--- src/rtl/core/swtn_pkg.sv ---
// ----------------------------------------------------------------------------
// swtn_pkg: shared types and constants of the skin weight normalizer
// Table geometry, cell operations, cell contents and fixed-point helpers.
// ----------------------------------------------------------------------------
package swtn_pkg;

    localparam int TABLE_DEPTH = 16;
    localparam int KEEP_MAX    = 4;
    localparam int SLOTS       = 4;
    localparam int BONE_W      = 8;
    localparam int WGT_W       = 16;
    localparam int SHARE_W     = 16;
    localparam int KEPT_W      = 3;
    localparam int CNT_W       = $clog2(TABLE_DEPTH + 1);
    localparam int IDX_W       = $clog2(TABLE_DEPTH);
    localparam int TOT_W       = WGT_W + 2;
    localparam int NUM_W       = 32;
    localparam int SLOT_W      = 2;
    localparam int IN_W        = 24;
    localparam int OUT_W       = 104;

    typedef enum logic [5:0] {
        CELL_NOP   = 6'b000001,
        CELL_WRITE = 6'b000010,
        CELL_ADD   = 6'b000100,
        CELL_MARK  = 6'b001000,
        CELL_SHIFT = 6'b010000,
        CELL_KILL  = 6'b100000
    } cell_op_t;

    typedef struct packed {
        logic              dead;
        logic [BONE_W-1:0] bone;
        logic [WGT_W-1:0]  weight;
    } cell_data_t;

    // equal split when the surviving weights sum to zero
    function automatic logic [SHARE_W-1:0] even_share(input logic [KEPT_W-1:0] n);
        logic [SHARE_W-1:0] r;
        begin
            case (n)
                3'd1:    r = 16'd32768;
                3'd2:    r = 16'd16384;
                3'd3:    r = 16'd10922;
                3'd4:    r = 16'd8192;
                default: r = '0;
            endcase
            return r;
        end
    endfunction

endpackage

--- src/rtl/core/swtn_cell.sv ---
// ----------------------------------------------------------------------------
// swtn_cell: one influence table entry
// Holds bone id, weight and a drop mark; pulls from its right neighbor.
// ----------------------------------------------------------------------------
module swtn_cell (
    input  logic                         aclk,
    input  swtn_pkg::cell_op_t           op,
    input  logic [swtn_pkg::BONE_W-1:0]  add_bone,
    input  logic [swtn_pkg::WGT_W-1:0]   add_weight,
    input  logic [swtn_pkg::WGT_W-1:0]   threshold,
    input  swtn_pkg::cell_data_t         from_right,
    output swtn_pkg::cell_data_t         data,
    output logic                         hit
);

    swtn_pkg::cell_data_t data_reg, data_next;
    logic [swtn_pkg::WGT_W:0] sum;

    assign sum  = {1'b0, data_reg.weight} + {1'b0, add_weight};
    assign hit  = (data_reg.bone == add_bone);
    assign data = data_reg;

    always_comb begin
        data_next = data_reg;
        case (op)
            swtn_pkg::CELL_NOP: ;
            swtn_pkg::CELL_WRITE: begin
                data_next.bone   = add_bone;
                data_next.weight = add_weight;
                data_next.dead   = 1'b0;
            end
            swtn_pkg::CELL_ADD: begin
                data_next.weight = sum[swtn_pkg::WGT_W] ? '1 : sum[swtn_pkg::WGT_W-1:0];
            end
            swtn_pkg::CELL_MARK:  data_next.dead = (data_reg.weight < threshold);
            swtn_pkg::CELL_SHIFT: data_next = from_right;
            swtn_pkg::CELL_KILL:  data_next.dead = 1'b1;
            default: ;
        endcase
    end

    always_ff @(posedge aclk) begin
        data_reg <= data_next;
    end

endmodule

--- src/rtl/core/swtn_div.sv ---
// ----------------------------------------------------------------------------
// swtn_div: restoring divider, one quotient bit per cycle
// 32-bit dividend, 18-bit divisor, 16-bit quotient (quotient < 2^16).
// ----------------------------------------------------------------------------
module swtn_div (
    input  logic                          aclk,
    input  logic                          aresetn,
    input  logic                          start,
    input  logic [swtn_pkg::NUM_W-1:0]    num,
    input  logic [swtn_pkg::TOT_W-1:0]    den,
    output logic                          done,
    output logic [swtn_pkg::SHARE_W-1:0]  quo
);

    localparam int REM_W = swtn_pkg::TOT_W + 1;
    localparam int HALF  = swtn_pkg::NUM_W / 2;

    logic [REM_W-1:0]             rem_reg, rem_next;
    logic [HALF-1:0]              lo_reg, lo_next;
    logic [swtn_pkg::SHARE_W-1:0] q_reg, q_next;
    logic [swtn_pkg::TOT_W-1:0]   den_reg, den_next;
    logic [4:0]                   cnt_reg, cnt_next;
    logic                         run_reg, run_next;
    logic                         done_reg, done_next;
    logic [REM_W-1:0]             trial;

    assign trial = {rem_reg[REM_W-2:0], lo_reg[HALF-1]};
    assign done  = done_reg;
    assign quo   = q_reg;

    always_comb begin
        rem_next  = rem_reg;
        lo_next   = lo_reg;
        q_next    = q_reg;
        den_next  = den_reg;
        cnt_next  = cnt_reg;
        run_next  = run_reg;
        done_next = 1'b0;
        if (start) begin
            rem_next = REM_W'(num[swtn_pkg::NUM_W-1:HALF]);
            lo_next  = num[HALF-1:0];
            den_next = den;
            cnt_next = 5'(HALF);
            run_next = 1'b1;
        end else if (run_reg) begin
            if (trial >= {1'b0, den_reg}) begin
                rem_next = trial - {1'b0, den_reg};
                q_next   = {q_reg[swtn_pkg::SHARE_W-2:0], 1'b1};
            end else begin
                rem_next = trial;
                q_next   = {q_reg[swtn_pkg::SHARE_W-2:0], 1'b0};
            end
            lo_next  = {lo_reg[HALF-2:0], 1'b0};
            cnt_next = cnt_reg - 5'd1;
            if (cnt_reg == 5'd1) begin
                run_next  = 1'b0;
                done_next = 1'b1;
            end
        end
    end

    always_ff @(posedge aclk) begin
        if (!aresetn) begin
            run_reg  <= 1'b0;
            done_reg <= 1'b0;
        end else begin
            run_reg  <= run_next;
            done_reg <= done_next;
        end
        rem_reg <= rem_next;
        lo_reg  <= lo_next;
        q_reg   <= q_next;
        den_reg <= den_next;
        cnt_reg <= cnt_next;
    end

endmodule

--- src/rtl/core/skin_weight_top4_normalizer.sv ---
// ----------------------------------------------------------------------------
// skin_weight_top4_normalizer: per-vertex bone influence collector
// Gathers influences in a row of table cells, prunes to four and normalizes.
// ----------------------------------------------------------------------------
// An add beat (tuser 0) has all cells compare the bone id at once and
// either accumulate or append, or flag an overflow when the table is full.
// A finalize beat (tuser 1) marks entries below the threshold, closes gaps
// by shifting cells left one place per cycle, evicts the smallest weights
// one at a time (a scan of the entries left plus a gap close each), then
// fills each of four slots, dividing a kept weight by the total with a one
// bit per cycle divider when the total is nonzero, else an even split. The
// result is held in an output register, and new beats are taken while it
// waits; a following finalize stalls until that result is taken.
// ----------------------------------------------------------------------------
module skin_weight_top4_normalizer (
    input  logic                          aclk,
    input  logic                          aresetn,
    input  logic                          cfg_we,
    input  logic [swtn_pkg::WGT_W-1:0]    cfg_wdata,   // weight_threshold
    input  logic                          s_tvalid,
    output logic                          s_tready,
    input  logic [swtn_pkg::IN_W-1:0]     s_tdata,     // bone_id, add_weight
    input  logic                          s_tuser,     // func
    output logic                          m_tvalid,
    input  logic                          m_tready,
    // bone_a..bone_d, share_a..share_d, kept_count, table_overflowed
    output logic [swtn_pkg::OUT_W-1:0]    m_tdata
);

    localparam int D = swtn_pkg::TABLE_DEPTH;

    typedef enum logic [6:0] {
        ST_IDLE    = 7'b0000001,
        ST_MARK    = 7'b0000010,
        ST_COMPACT = 7'b0000100,
        ST_SCAN    = 7'b0001000,
        ST_SUM     = 7'b0010000,
        ST_DIV     = 7'b0100000,
        ST_EMIT    = 7'b1000000
    } state_t;

    state_t                         state_reg, state_next;
    logic [swtn_pkg::WGT_W-1:0]     thr_reg;
    logic [swtn_pkg::CNT_W-1:0]     count_reg, count_next;
    logic                           ovf_reg, ovf_next;
    logic [swtn_pkg::CNT_W-1:0]     ptr_reg, ptr_next;
    logic [swtn_pkg::IDX_W-1:0]     minpos_reg, minpos_next;
    logic [swtn_pkg::WGT_W-1:0]     minw_reg, minw_next;
    logic [swtn_pkg::TOT_W-1:0]     total_reg, total_next;
    logic [swtn_pkg::SLOT_W-1:0]    slot_reg, slot_next;
    logic                           wait_reg, wait_next;
    logic [swtn_pkg::SHARE_W-1:0]   share_reg [swtn_pkg::SLOTS];
    logic                           m_valid_reg;
    logic [swtn_pkg::OUT_W-1:0]     m_data_reg;

    swtn_pkg::cell_op_t   op      [D];
    swtn_pkg::cell_data_t cdata   [D];
    swtn_pkg::cell_data_t right   [D];
    logic [D-1:0]         hit;
    logic [D-1:0]         hole;
    logic                 gap;
    logic [swtn_pkg::CNT_W-1:0] live_cnt;
    logic                 accept, any_hit;
    logic [swtn_pkg::BONE_W-1:0] in_bone;
    logic [swtn_pkg::WGT_W-1:0]  in_weight;
    logic [swtn_pkg::WGT_W-1:0]  scan_w;
    logic [swtn_pkg::TOT_W-1:0]  sum_all;
    logic                 div_start, div_done;
    logic [swtn_pkg::SHARE_W-1:0] div_q;
    logic [swtn_pkg::NUM_W-1:0]   div_num;
    logic [swtn_pkg::WGT_W-1:0]   slot_w;
    logic                 share_we;
    logic [swtn_pkg::SHARE_W-1:0] share_val;
    logic                 out_free;

    assign in_bone   = s_tdata[swtn_pkg::BONE_W-1:0];
    assign in_weight = s_tdata[swtn_pkg::BONE_W +: swtn_pkg::WGT_W];
    assign s_tready  = (state_reg == ST_IDLE);
    assign accept    = s_tvalid && s_tready;
    assign out_free  = !m_valid_reg || m_tready;
    assign m_tvalid  = m_valid_reg;
    assign m_tdata   = m_data_reg;

    for (genvar k = 0; k < D; k++) begin : g_cell
        if (k == D - 1) begin : g_end
            assign right[k] = '{dead: 1'b1, bone: '0, weight: '0};
        end else begin : g_mid
            assign right[k] = cdata[k+1];
        end
        swtn_cell u_cell (
            .aclk       (aclk),
            .op         (op[k]),
            .add_bone   (in_bone),
            .add_weight (in_weight),
            .threshold  (thr_reg),
            .from_right (right[k]),
            .data       (cdata[k]),
            .hit        (hit[k])
        );
    end

    always_comb begin
        any_hit  = 1'b0;
        live_cnt = '0;
        gap      = 1'b0;
        for (int k = 0; k < D; k++) begin
            if (hit[k] && (swtn_pkg::CNT_W'(k) < count_reg)) any_hit = 1'b1;
            if (!cdata[k].dead) live_cnt = live_cnt + swtn_pkg::CNT_W'(1);
            hole[k] = (k == 0) ? cdata[k].dead : (hole[k-1] | cdata[k].dead);
            if (k > 0 && hole[k-1] && !cdata[k].dead) gap = 1'b1;
        end
    end

    assign scan_w = cdata[ptr_reg[swtn_pkg::IDX_W-1:0]].weight;

    always_comb begin
        sum_all = '0;
        for (int k = 0; k < swtn_pkg::KEEP_MAX; k++) begin
            if (swtn_pkg::CNT_W'(k) < count_reg)
                sum_all = sum_all + swtn_pkg::TOT_W'(cdata[k].weight);
        end
    end

    assign slot_w  = cdata[swtn_pkg::IDX_W'(slot_reg)].weight;
    assign div_num = {1'b0, slot_w, 15'd0} + swtn_pkg::NUM_W'(total_reg >> 1);

    swtn_div u_div (
        .aclk    (aclk),
        .aresetn (aresetn),
        .start   (div_start),
        .num     (div_num),
        .den     (total_reg),
        .done    (div_done),
        .quo     (div_q)
    );

    always_comb begin
        state_next  = state_reg;
        count_next  = count_reg;
        ovf_next    = ovf_reg;
        ptr_next    = ptr_reg;
        minpos_next = minpos_reg;
        minw_next   = minw_reg;
        total_next  = total_reg;
        slot_next   = slot_reg;
        wait_next   = wait_reg;
        div_start   = 1'b0;
        share_we    = 1'b0;
        share_val   = '0;
        for (int k = 0; k < D; k++) op[k] = swtn_pkg::CELL_NOP;
        case (state_reg)
            ST_IDLE: begin
                if (accept && !s_tuser) begin
                    if (any_hit) begin
                        for (int k = 0; k < D; k++)
                            if (hit[k] && (swtn_pkg::CNT_W'(k) < count_reg))
                                op[k] = swtn_pkg::CELL_ADD;
                    end else if (count_reg < swtn_pkg::CNT_W'(D)) begin
                        op[count_reg[swtn_pkg::IDX_W-1:0]] = swtn_pkg::CELL_WRITE;
                        count_next = count_reg + swtn_pkg::CNT_W'(1);
                    end else begin
                        ovf_next = 1'b1;
                    end
                end else if (accept) begin
                    state_next = ST_MARK;
                end
            end
            ST_MARK: begin
                for (int k = 0; k < D; k++)
                    op[k] = (swtn_pkg::CNT_W'(k) < count_reg) ? swtn_pkg::CELL_MARK
                                                              : swtn_pkg::CELL_KILL;
                state_next = ST_COMPACT;
            end
            ST_COMPACT: begin
                if (gap) begin
                    for (int k = 0; k < D; k++)
                        if (hole[k]) op[k] = swtn_pkg::CELL_SHIFT;
                end else begin
                    count_next = live_cnt;
                    if (live_cnt > swtn_pkg::CNT_W'(swtn_pkg::KEEP_MAX)) begin
                        ptr_next    = swtn_pkg::CNT_W'(1);
                        minpos_next = '0;
                        minw_next   = cdata[0].weight;
                        state_next  = ST_SCAN;
                    end else begin
                        state_next = ST_SUM;
                    end
                end
            end
            ST_SCAN: begin
                if (ptr_reg < count_reg) begin
                    if (scan_w < minw_reg) begin
                        minw_next   = scan_w;
                        minpos_next = ptr_reg[swtn_pkg::IDX_W-1:0];
                    end
                    ptr_next = ptr_reg + swtn_pkg::CNT_W'(1);
                end else begin
                    op[minpos_reg] = swtn_pkg::CELL_KILL;
                    state_next     = ST_COMPACT;
                end
            end
            ST_SUM: begin
                total_next = sum_all;
                slot_next  = '0;
                wait_next  = 1'b0;
                state_next = ST_DIV;
            end
            ST_DIV: begin
                if (wait_reg) begin
                    if (div_done) begin
                        share_we  = 1'b1;
                        share_val = div_q;
                        wait_next = 1'b0;
                    end
                end else if ({1'b0, slot_reg} < count_reg[swtn_pkg::SLOT_W:0] &&
                             count_reg[swtn_pkg::CNT_W-1:swtn_pkg::SLOT_W+1] == '0 &&
                             total_reg != '0) begin
                    div_start = 1'b1;
                    wait_next = 1'b1;
                end else begin
                    share_we  = 1'b1;
                    share_val = (swtn_pkg::CNT_W'(slot_reg) < count_reg)
                              ? swtn_pkg::even_share(count_reg[swtn_pkg::KEPT_W-1:0]) : '0;
                end
                if (share_we) begin
                    slot_next = slot_reg + swtn_pkg::SLOT_W'(1);
                    if (slot_reg == swtn_pkg::SLOT_W'(swtn_pkg::SLOTS - 1))
                        state_next = ST_EMIT;
                end
            end
            ST_EMIT: begin
                if (out_free) begin
                    count_next = '0;
                    ovf_next   = 1'b0;
                    state_next = ST_IDLE;
                end
            end
            default: state_next = ST_IDLE;
        endcase
    end

    always_ff @(posedge aclk) begin
        if (!aresetn) begin
            state_reg   <= ST_IDLE;
            thr_reg     <= '0;
            count_reg   <= '0;
            ovf_reg     <= 1'b0;
            wait_reg    <= 1'b0;
            m_valid_reg <= 1'b0;
        end else begin
            state_reg <= state_next;
            count_reg <= count_next;
            ovf_reg   <= ovf_next;
            wait_reg  <= wait_next;
            if (cfg_we) thr_reg <= cfg_wdata;
            if (state_reg == ST_EMIT && out_free) m_valid_reg <= 1'b1;
            else if (m_tready)                    m_valid_reg <= 1'b0;
        end
        ptr_reg    <= ptr_next;
        minpos_reg <= minpos_next;
        minw_reg   <= minw_next;
        total_reg  <= total_next;
        slot_reg   <= slot_next;
        if (share_we) share_reg[slot_reg] <= share_val;
        if (state_reg == ST_EMIT && out_free) begin
            for (int k = 0; k < swtn_pkg::SLOTS; k++) begin
                m_data_reg[k*swtn_pkg::BONE_W +: swtn_pkg::BONE_W] <=
                    (swtn_pkg::CNT_W'(k) < count_reg) ? cdata[k].bone : '0;
                m_data_reg[32 + k*swtn_pkg::SHARE_W +: swtn_pkg::SHARE_W] <= share_reg[k];
            end
            m_data_reg[96 +: swtn_pkg::KEPT_W] <= count_reg[swtn_pkg::KEPT_W-1:0];
            m_data_reg[99]      <= ovf_reg;
            m_data_reg[103:100] <= '0;
        end
    end

endmodule

--- config.mk ---
export PLATFORM = sky130hd
export DESIGN_NAME = skin_weight_top4_normalizer
export DESIGN_NICKNAME = d
export VERILOG_FILES = /design/src/rtl/core/swtn_pkg.sv /design/src/rtl/core/swtn_cell.sv /design/src/rtl/core/swtn_div.sv /design/src/rtl/core/skin_weight_top4_normalizer.sv
export SDC_FILE = /design/constraint.sdc
export NUM_CORES = 2
export LEC_CHECK = 0
export ABC_AREA = 1
export CAP_MARGIN = 20
export CORE_UTILIZATION = 45
export DETAILED_ROUTE_END_ITERATION = 16
export DONT_BUFFER_PORTS = 1
export SYNTH_ARGS = -nofsm -noshare
export SYNTH_HDL_FRONTEND = slang
export SYNTH_SLANG_ARGS = --single-unit
--- constraint.sdc ---
create_clock -name aclk -period 9.1 [get_ports aclk]
set_clock_uncertainty 0.15 [all_clocks]
set_input_delay 0.455 -clock aclk [delete_from_list [all_inputs] [get_ports aclk]]
set_output_delay 0.455 -clock aclk [all_outputs]
set_load 0.02 [all_outputs]
Word-level counts from Yosys, hierarchy flattened
Memories as Yosys holds them, arrays and structs flattened. A register that Yosys moved wholly into a read port is not among the register bits.
Index checks and enable logic that the tools add are counted.
- add/sub/neg operators: 40
- $lt $le $gt $ge: 45
- equal/unequal tests: 123
- multiplexer cells: 246
- bitwise gates (word level): 24
- reduce and logical (&&, ||, !) cells: 121
- operator list (cell ; count):
    one-hot mux 16 bit (3 select lines) ; 16
    two-way mux 16 bit ; 34
    one-hot mux 96 bit (4 select lines) ; 1
    two-way mux 96 bit ; 3
    adder 16 x 16 -> 17 bit ; 16
    less-than comparator 16 bit ; 17
    one-hot mux 8 bit (2 select lines) ; 16
    binary-select mux 25 bit (select 4 bit) ; 2
    two-way mux 5 bit ; 40
    == test 8 bit ; 16
    two-way mux 6 bit ; 18
    == test 6 x 2 -> 1 bit (second input constant) ; 16
    == test 6 x 3 -> 1 bit (second input constant) ; 16
    == test 6 x 4 -> 1 bit (second input constant) ; 16
    == test 6 x 5 -> 1 bit (second input constant) ; 16
    == test 6 bit (second input constant) ; 16
    two-way mux 95 bit ; 1
    two-way mux 92 bit ; 1
    adder 5 x 1 -> 5 bit (second input constant) ; 17
    two-way mux 18 bit ; 4
    one-hot mux 16 bit (4 select lines) ; 1
    one-hot mux 1 bit (4 select lines) ; 15
    nonzero test 4 bit ; 15
    two-way mux 1 bit ; 55
    63 further kinds ; 231
- bits in registers: 651
- bits in writable memories: 64
- input bits: 46
- output and inout bits: 106
- word-level logic and storage cells: 672
- memories: 1
- memory list (name ; depth ; width ; rd ports ; clocked after memory_dff ; wr ports ; line ; RTL):
    share_reg ; 4 ; 16 ; 4 ; 4 ; 1 ; skin_weight_top4_normalizer.sv:52 ; logic [swtn_pkg::SHARE_W-1:0] share_reg [swtn_pkg::SLOTS];

Logic depth before layout (Yosys ltp)
- word-level depth: 35
- depth in mapped cells: 59
- gate-level depth less buffers: 59

Cells and area by module
Synthesis repeated with hierarchy kept, for this count alone.
- cells, all modules: 9787
- area, all modules: 69012.4 um2
- modules (own cells, without submodules) (module ; times used ; cells an instance ; area an instance (um2)):
    swtn_cell (g_cell[0].u_cell ...) ; 10 ; 424 ; 2934.1
    skin_weight_top4_normalizer ; 1 ; 2482 ; 18139.9
    swtn_cell (g_cell[5].u_cell ...) ; 5 ; 432 ; 2886.5
    swtn_div ; 1 ; 476 ; 4221.5
    swtn_cell (g_cell[4].u_cell) ; 1 ; 429 ; 2877.8

Worst setup path before layout
No wires, ideal clock.
- path type: register to register
- start point: reg g_cell[1].u_cell.data_reg (netlist bit g_cell[1].u_cell.data[24])
- end point: reg minpos_reg[0] in the netlist's numbering, enable pin
- setup time: 397 ps
- data arrival time: 7445 ps
- required time: 8553 ps
- setup slack: 1108 ps
- cell stages (with the launch flop): 55
- clock period less this slack: 7992 ps
- cell sequence: edfxtp_1 inv_1 ha_1 inv_1 nand2_1 nand2_1 inv_1 ha_1 or2_2 nand2_1 nand2_1 nand3_1 nand2_1 ha_1 or2_2 nand2_1 inv_1 nand2_1 [... 19 more ...] nand3_1 nand3_1 nand2_1 inv_1 ha_1 or2_2 nand2_1 inv_1 ha_1 inv_1 nor2_1 nand3_1 nand3_1 inv_1 nor2_1 nand3_1 nand2_1 nor2_1
- word-level cells in the longest chain between the ends: 32
- ends and longest elaborated chain (element ; line ; RTL):
    start, declared ; swtn_cell.sv:16 ; swtn_pkg::cell_data_t data_reg, data_next;
    start signal, assigned ; swtn_cell.sv:43 ; data_reg <= data_next;
    two-way mux 5 bit ; skin_weight_top4_normalizer.sv:108 ; if (!cdata[k].dead) live_cnt = live_cnt + swtn_pkg::CNT_W'(1);
    adder 5 x 1 -> 5 bit ; skin_weight_top4_normalizer.sv:108 ;
    two-way mux 5 bit ; skin_weight_top4_normalizer.sv:108 ;
    adder 5 x 1 -> 5 bit ; skin_weight_top4_normalizer.sv:108 ;
    two-way mux 5 bit ; skin_weight_top4_normalizer.sv:108 ;
    adder 5 x 1 -> 5 bit ; skin_weight_top4_normalizer.sv:108 ;
    two-way mux 5 bit ; skin_weight_top4_normalizer.sv:108 ;
    adder 5 x 1 -> 5 bit ; skin_weight_top4_normalizer.sv:108 ;
    [... 16 more ...] ; n/a ;
    two-way mux 5 bit ; skin_weight_top4_normalizer.sv:108 ;
    adder 5 x 1 -> 5 bit ; skin_weight_top4_normalizer.sv:108 ;
    two-way mux 5 bit ; skin_weight_top4_normalizer.sv:108 ;
    adder 5 x 1 -> 5 bit ; skin_weight_top4_normalizer.sv:108 ;
    two-way mux 5 bit ; skin_weight_top4_normalizer.sv:108 ;
    greater-than comparator 5 x 3 -> 1 bit ; skin_weight_top4_normalizer.sv:180 ; if (live_cnt > swtn_pkg::CNT_W'(swtn_pkg::KEEP_MAX)) begin
    inequality test 2 bit (no source line) ; n/a ;
    AND reduction 5 bit (no source line) * ; n/a ;
    end signal, assigned ; skin_weight_top4_normalizer.sv:260 ; minpos_reg <= minpos_next;
    end, declared ; skin_weight_top4_normalizer.sv:47 ; logic [swtn_pkg::IDX_W-1:0] minpos_reg, minpos_next;
Every way passes the cells marked *; elsewhere a longest branch is shown, timed or not.
A chain may end at the register's enable or synchronous reset.

Worst setup path in the final report
- start point: reg g_cell[1].u_cell.data_reg (netlist bit g_cell[1].u_cell.data[24])
- end point: reg minw_reg[6] in the netlist's numbering, enable pin
- word-level cells in the longest chain between the ends: 32
- ends and longest elaborated chain (element ; line ; RTL):
    two-way mux 5 bit ; skin_weight_top4_normalizer.sv:108 ;
    adder 5 x 1 -> 5 bit ; skin_weight_top4_normalizer.sv:108 ;
    two-way mux 5 bit ; skin_weight_top4_normalizer.sv:108 ;
    adder 5 x 1 -> 5 bit ; skin_weight_top4_normalizer.sv:108 ;
    two-way mux 5 bit ; skin_weight_top4_normalizer.sv:108 ;
    adder 5 x 1 -> 5 bit ; skin_weight_top4_normalizer.sv:108 ;
    two-way mux 5 bit ; skin_weight_top4_normalizer.sv:108 ;
    adder 5 x 1 -> 5 bit ; skin_weight_top4_normalizer.sv:108 ;
    [... 16 more ...] ; n/a ;
    two-way mux 5 bit ; skin_weight_top4_normalizer.sv:108 ;
    adder 5 x 1 -> 5 bit ; skin_weight_top4_normalizer.sv:108 ;
    two-way mux 5 bit ; skin_weight_top4_normalizer.sv:108 ;
    adder 5 x 1 -> 5 bit ; skin_weight_top4_normalizer.sv:108 ;
    two-way mux 5 bit ; skin_weight_top4_normalizer.sv:108 ;
    greater-than comparator 5 x 3 -> 1 bit ; skin_weight_top4_normalizer.sv:180 ;
    inequality test 2 bit (no source line) ; n/a ;
    AND reduction 5 bit (no source line) * ; n/a ;
    end signal, assigned ; skin_weight_top4_normalizer.sv:261 ; minw_reg <= minw_next;
    end, declared ; skin_weight_top4_normalizer.sv:48 ; logic [swtn_pkg::WGT_W-1:0] minw_reg, minw_next;
Marked as above.

==> run summary <==
=======================================================================================
Insertion delay of the later-clocked pin in the worst-skew pair                 0.72 ns
Unrepaired setup endpoints after global routing                                   false
Max FFs per register                                                                400
Post-Syn Area                                                               55,800 um^2
Worst hold path endpoint                                                   g_cell[14].u_cell.data[0]$_DFFE_PP_
Detailed-route vias per instance                                                   6.01
Total chip power                                                              12,000 uW
Minimum period implied by the final worst setup slack                           8.37 ns
Top-level I/O count                                                                 152
Antenna violations before repair                                                     12
Maximum VDD drop                                                               0.153 mV
Global-route wire length before repair                                           312 mm
Crit Path Category                                                              reg2reg
Number of warnings reported in the yosys synthesis log                                0
Final weighted congestion in routability-driven placement                         0.980
R2R Setup Slk                                                                   0.73 ns
Flops & latches, synth                                                              715
HPWL after detailed placement                                                    151 mm
Crit path top cell by count                                                sky130_fd_sc_hd__nand2_1
Wire length per cell                                                            25.3 um
CTS sink count                                                                      715
Number of violations reported at the end of detailed-routing iteration 0          5,968
Max_slew headroom                                                                 0.119
Setup TNS                                                                          0 ns
Slowest CP cell                                                            sky130_fd_sc_hd__edfxtp_1
Number of hold violations in the final report                                         0
DRC Markers                                                                           0
Root cell of the clock tree                                                sky130_fd_sc_hd__clkbuf_16
Antenna-violating nets left                                                           0
Max Fanout on Critical Path                                                          20
Critical Path End Type                                                         register
Die area                                                                   125,000 um^2
Kind of start point of the critical path                                       register
Startpoint of the most critical hold path                                    s_tdata[8]
Final hold slack                                                              0.0374 ns
Number of global-route vias before repair                                        47,230
Overall die height                                                               354 um
Number of enable-type register cells in the synthesized netlist                     675
Sequential area share after synthesis                                             0.378
Post-cts resize count                                                                 0
End of the worst register-to-register path                                 minw_reg[6]$_DFFE_PP_
Initial cell density of the core                                                  0.456
P&R area growth vs syn                                                            9.18%
Actual slew at the worst max-slew pin                                           1.32 ns
Data required time of the worst path                                            9.33 ns
Horizontal die dimension                                                         354 um
Clock slew seen by the registers of the worst setup and hold paths              0.07 ns
DR vias                                                                          50,861
Core area                                                                  122,000 um^2
Share of cells above drive strength 1                                            0.0584
Maximum number of pins on one net before global-route repair                        202
Critical path arrival                                                           8.60 ns
Synthesized instance count                                                        6,783
Port Buffer Count                                                                     0
Max cap viols                                                                         0
Power density cells                                                         196 nW/um^2
Overall overflow remaining after global route                                         0
Proportion of synthesized flip-flops having asynchronous set or reset                 0
Clock buffers created by TritonCTS                                                   85
Critical Path Max Stage Delay                                                   0.45 ns
Largest buffer count on any clock path                                                3
Status                                                                     finished, final reports clean
Part of the cycle the worst path needs                                            0.920
Maximum frequency from static timing analysis                                   119 MHz
# Post-CTS Setup Buffers                                                              0
Count of hold buffers inserted by post-cts repair                                    42
Leak pwr                                                                      0.0258 uW
Number of nets at the end of the flow                                             7,442
Worst hold path type                                                             in2reg
Final number of max-transition violations                                             0
Site Rows                                                                           128
Worst r2r src                                                              g_cell[1].u_cell.data[24]$_DFFE_PP_
Post-synthesis cell type count                                                       61
H-tree depth reported by CTS                                                          3
Worst Hold Depth                                                                      3
GRT Overall Usage                                                                 0.334
Most frequently used flop master after synthesis                           sky130_fd_sc_hd__edfxtp_1
Total length of routed wires                                                     214 mm
CTS tree                                                                          built
1st-pass router iterations                                                            6
Average size of a mapped cell                                                 8.23 um^2
Count of final setup violators                                                        0
Cell depth of the worst flop-to-flop path                                            56
=======================================================================================
-- layout by cell type (no fill, tap or decap), types with 10 or more instances in the layout --
cell type,count
sky130_fd_sc_hd__or2_2,91
sky130_fd_sc_hd__clkbuf_1,18
sky130_fd_sc_hd__nand4_1,88
sky130_fd_sc_hd__edfxtp_1,675
sky130_fd_sc_hd__o211ai_1,134
sky130_fd_sc_hd__xnor2_1,81
sky130_fd_sc_hd__o21a_1,17
sky130_fd_sc_hd__xor2_1,169
sky130_fd_sc_hd__o221ai_1,117
sky130_fd_sc_hd__a21o_1,34
sky130_fd_sc_hd__clkinv_2,14
sky130_fd_sc_hd__nor4_1,27
sky130_fd_sc_hd__nand2_2,15
sky130_fd_sc_hd__o22ai_1,39
sky130_fd_sc_hd__o31ai_1,18
sky130_fd_sc_hd__fa_1,21
sky130_fd_sc_hd__nand3_1,286
sky130_fd_sc_hd__clkbuf_16,85
sky130_fd_sc_hd__a221o_1,16
sky130_fd_sc_hd__inv_2,29
sky130_fd_sc_hd__nor2_1,340
sky130_fd_sc_hd__a221oi_1,10
sky130_fd_sc_hd__ha_1,614
sky130_fd_sc_hd__buf_4,92
sky130_fd_sc_hd__o21bai_1,68
sky130_fd_sc_hd__clkinv_1,20
sky130_fd_sc_hd__and2_1,11
sky130_fd_sc_hd__o21ai_0,670
sky130_fd_sc_hd__a21oi_1,633
sky130_fd_sc_hd__nor2_2,23
sky130_fd_sc_hd__nor3_1,45
sky130_fd_sc_hd__nand2_1,1333
sky130_fd_sc_hd__dfxtp_1,40
sky130_fd_sc_hd__inv_1,778
sky130_fd_sc_hd__nand3b_1,10
sky130_fd_sc_hd__dlygate4sd3_1,41
sky130_fd_sc_hd__o21ai_1,15
-- layout make-up --
cell class,count,area (um^2)
tap,1625,2030
fill,11792,61400
clock inverter,49,586
timing repair buffer,137,1150
sequential,715,21100
clock buffer,105,2220
inverter,815,3060
antenna,9,22.5
multi-input combinational,5007,30800
-- Yosys cell counts, drive strengths merged (21+ instances only) --
master / n / area share
dfxtp: 40 / 0.014
edfxtp: 675 / 0.36
or2: 91 / 0.010
buf: 48 / 0.0043
nand2: 1349 / 0.092
o21bai: 68 / 0.0091
a21o: 34 / 0.0046
o221ai: 117 / 0.018
o22ai: 39 / 0.0044
o21ai: 685 / 0.061
xnor2: 81 / 0.013
a21oi: 633 / 0.057
o211ai: 137 / 0.019
inv: 806 / 0.054
nor2: 367 / 0.025
nor3: 47 / 0.0043
nand4: 88 / 0.0099
clkbuf: 201 / 0.014
fa: 21 / 0.0075
nor4: 30 / 0.0034
xor2: 169 / 0.027
nand3: 291 / 0.027
ha: 614 / 0.14
-- kinds of logic (layout without fill, tap and decap cells) --
logic type      after synthesis  after routing  share of synthesized area
compound gates             1823           1823                      0.190
simple gates               2295           2295                      0.175
flops                       715            715                      0.378
fa+ha+maj                   635            635                      0.145
other cells                   1             13                  0.0000672
xor+xnor                    250            250                     0.0392
buf+inv                    1064           1106                     0.0727
-- critical path: cells and delay by family (launching register included) --
kind	cells	cell delay [ns]
adders and majority gates	8	2.20
buffers and inverters	10	0.88
and+or+nand+nor	38	4.32
DFF	1	0.45
-- stage by stage --
| stage | setup slack (ns) | std cells | utilization | cell area [um^2] |
|---|---|---|---|---|
| final | 0.731 | 8462 | 0.498 | 60900 |
| after global routing | 0.0249 | 8454 | 0.498 | 60900 |
| after CTS | 0.777 | 8450 | 0.497 | 60900 |
| after detailed placement | 0.843 | 8254 | 0.471 | 57600 |
| after global placement | 0.832 | 8252 | 0.471 | 57600 |
| after floorplan | 1.11 | 6786 | - | 55800 |
-- where the power goes --
part | total [uW] | internal [uW] | switching [uW]
Sequential | 3920 | 3780 | 132
Combinational | 4510 | 1600 | 2910
Clock | 3530 | 1960 | 1570
-- how the worst max path moves through the flow --
stage | endpoint | startpoint | slack, ns | cells past startpoint
2_1_floorplan | minpos_reg[0]$_SDFFCE_PN0P_ | g_cell[1].u_cell.data[24]$_DFFE_PP_ | 1.11 | 54
3_3_place_gp | minw_reg[0]$_DFFE_PP_ | g_cell[1].u_cell.data[24]$_DFFE_PP_ | 0.83 | 56
5_1_grt | minw_reg[1]$_DFFE_PP_ | g_cell[1].u_cell.data[24]$_DFFE_PP_ | 0.02 | 57
6_report | minw_reg[6]$_DFFE_PP_ | g_cell[1].u_cell.data[24]$_DFFE_PP_ | 0.73 | 56
3_5_place_dp | minw_reg[5]$_DFFE_PP_ | g_cell[1].u_cell.data[24]$_DFFE_PP_ | 0.84 | 56
4_1_cts | minw_reg[6]$_DFFE_PP_ | g_cell[1].u_cell.data[24]$_DFFE_PP_ | 0.78 | 56
-- metal layers --
| layer | vias up | global-route usage | part of all wire |
|---|---|---|---|
| li1 | 23779 | - | - |
| met1 | 23950 | 0.454 | 0.41 |
| met2 | 2620 | 0.513 | 0.43 |
| met3 | 507 | 0.0551 | 0.098 |
| met4 | 5 | 0.166 | 0.055 |
| met5 | - | 0 | 0.00027 |
No activity file was read; power rests on OpenSTA's default activity.
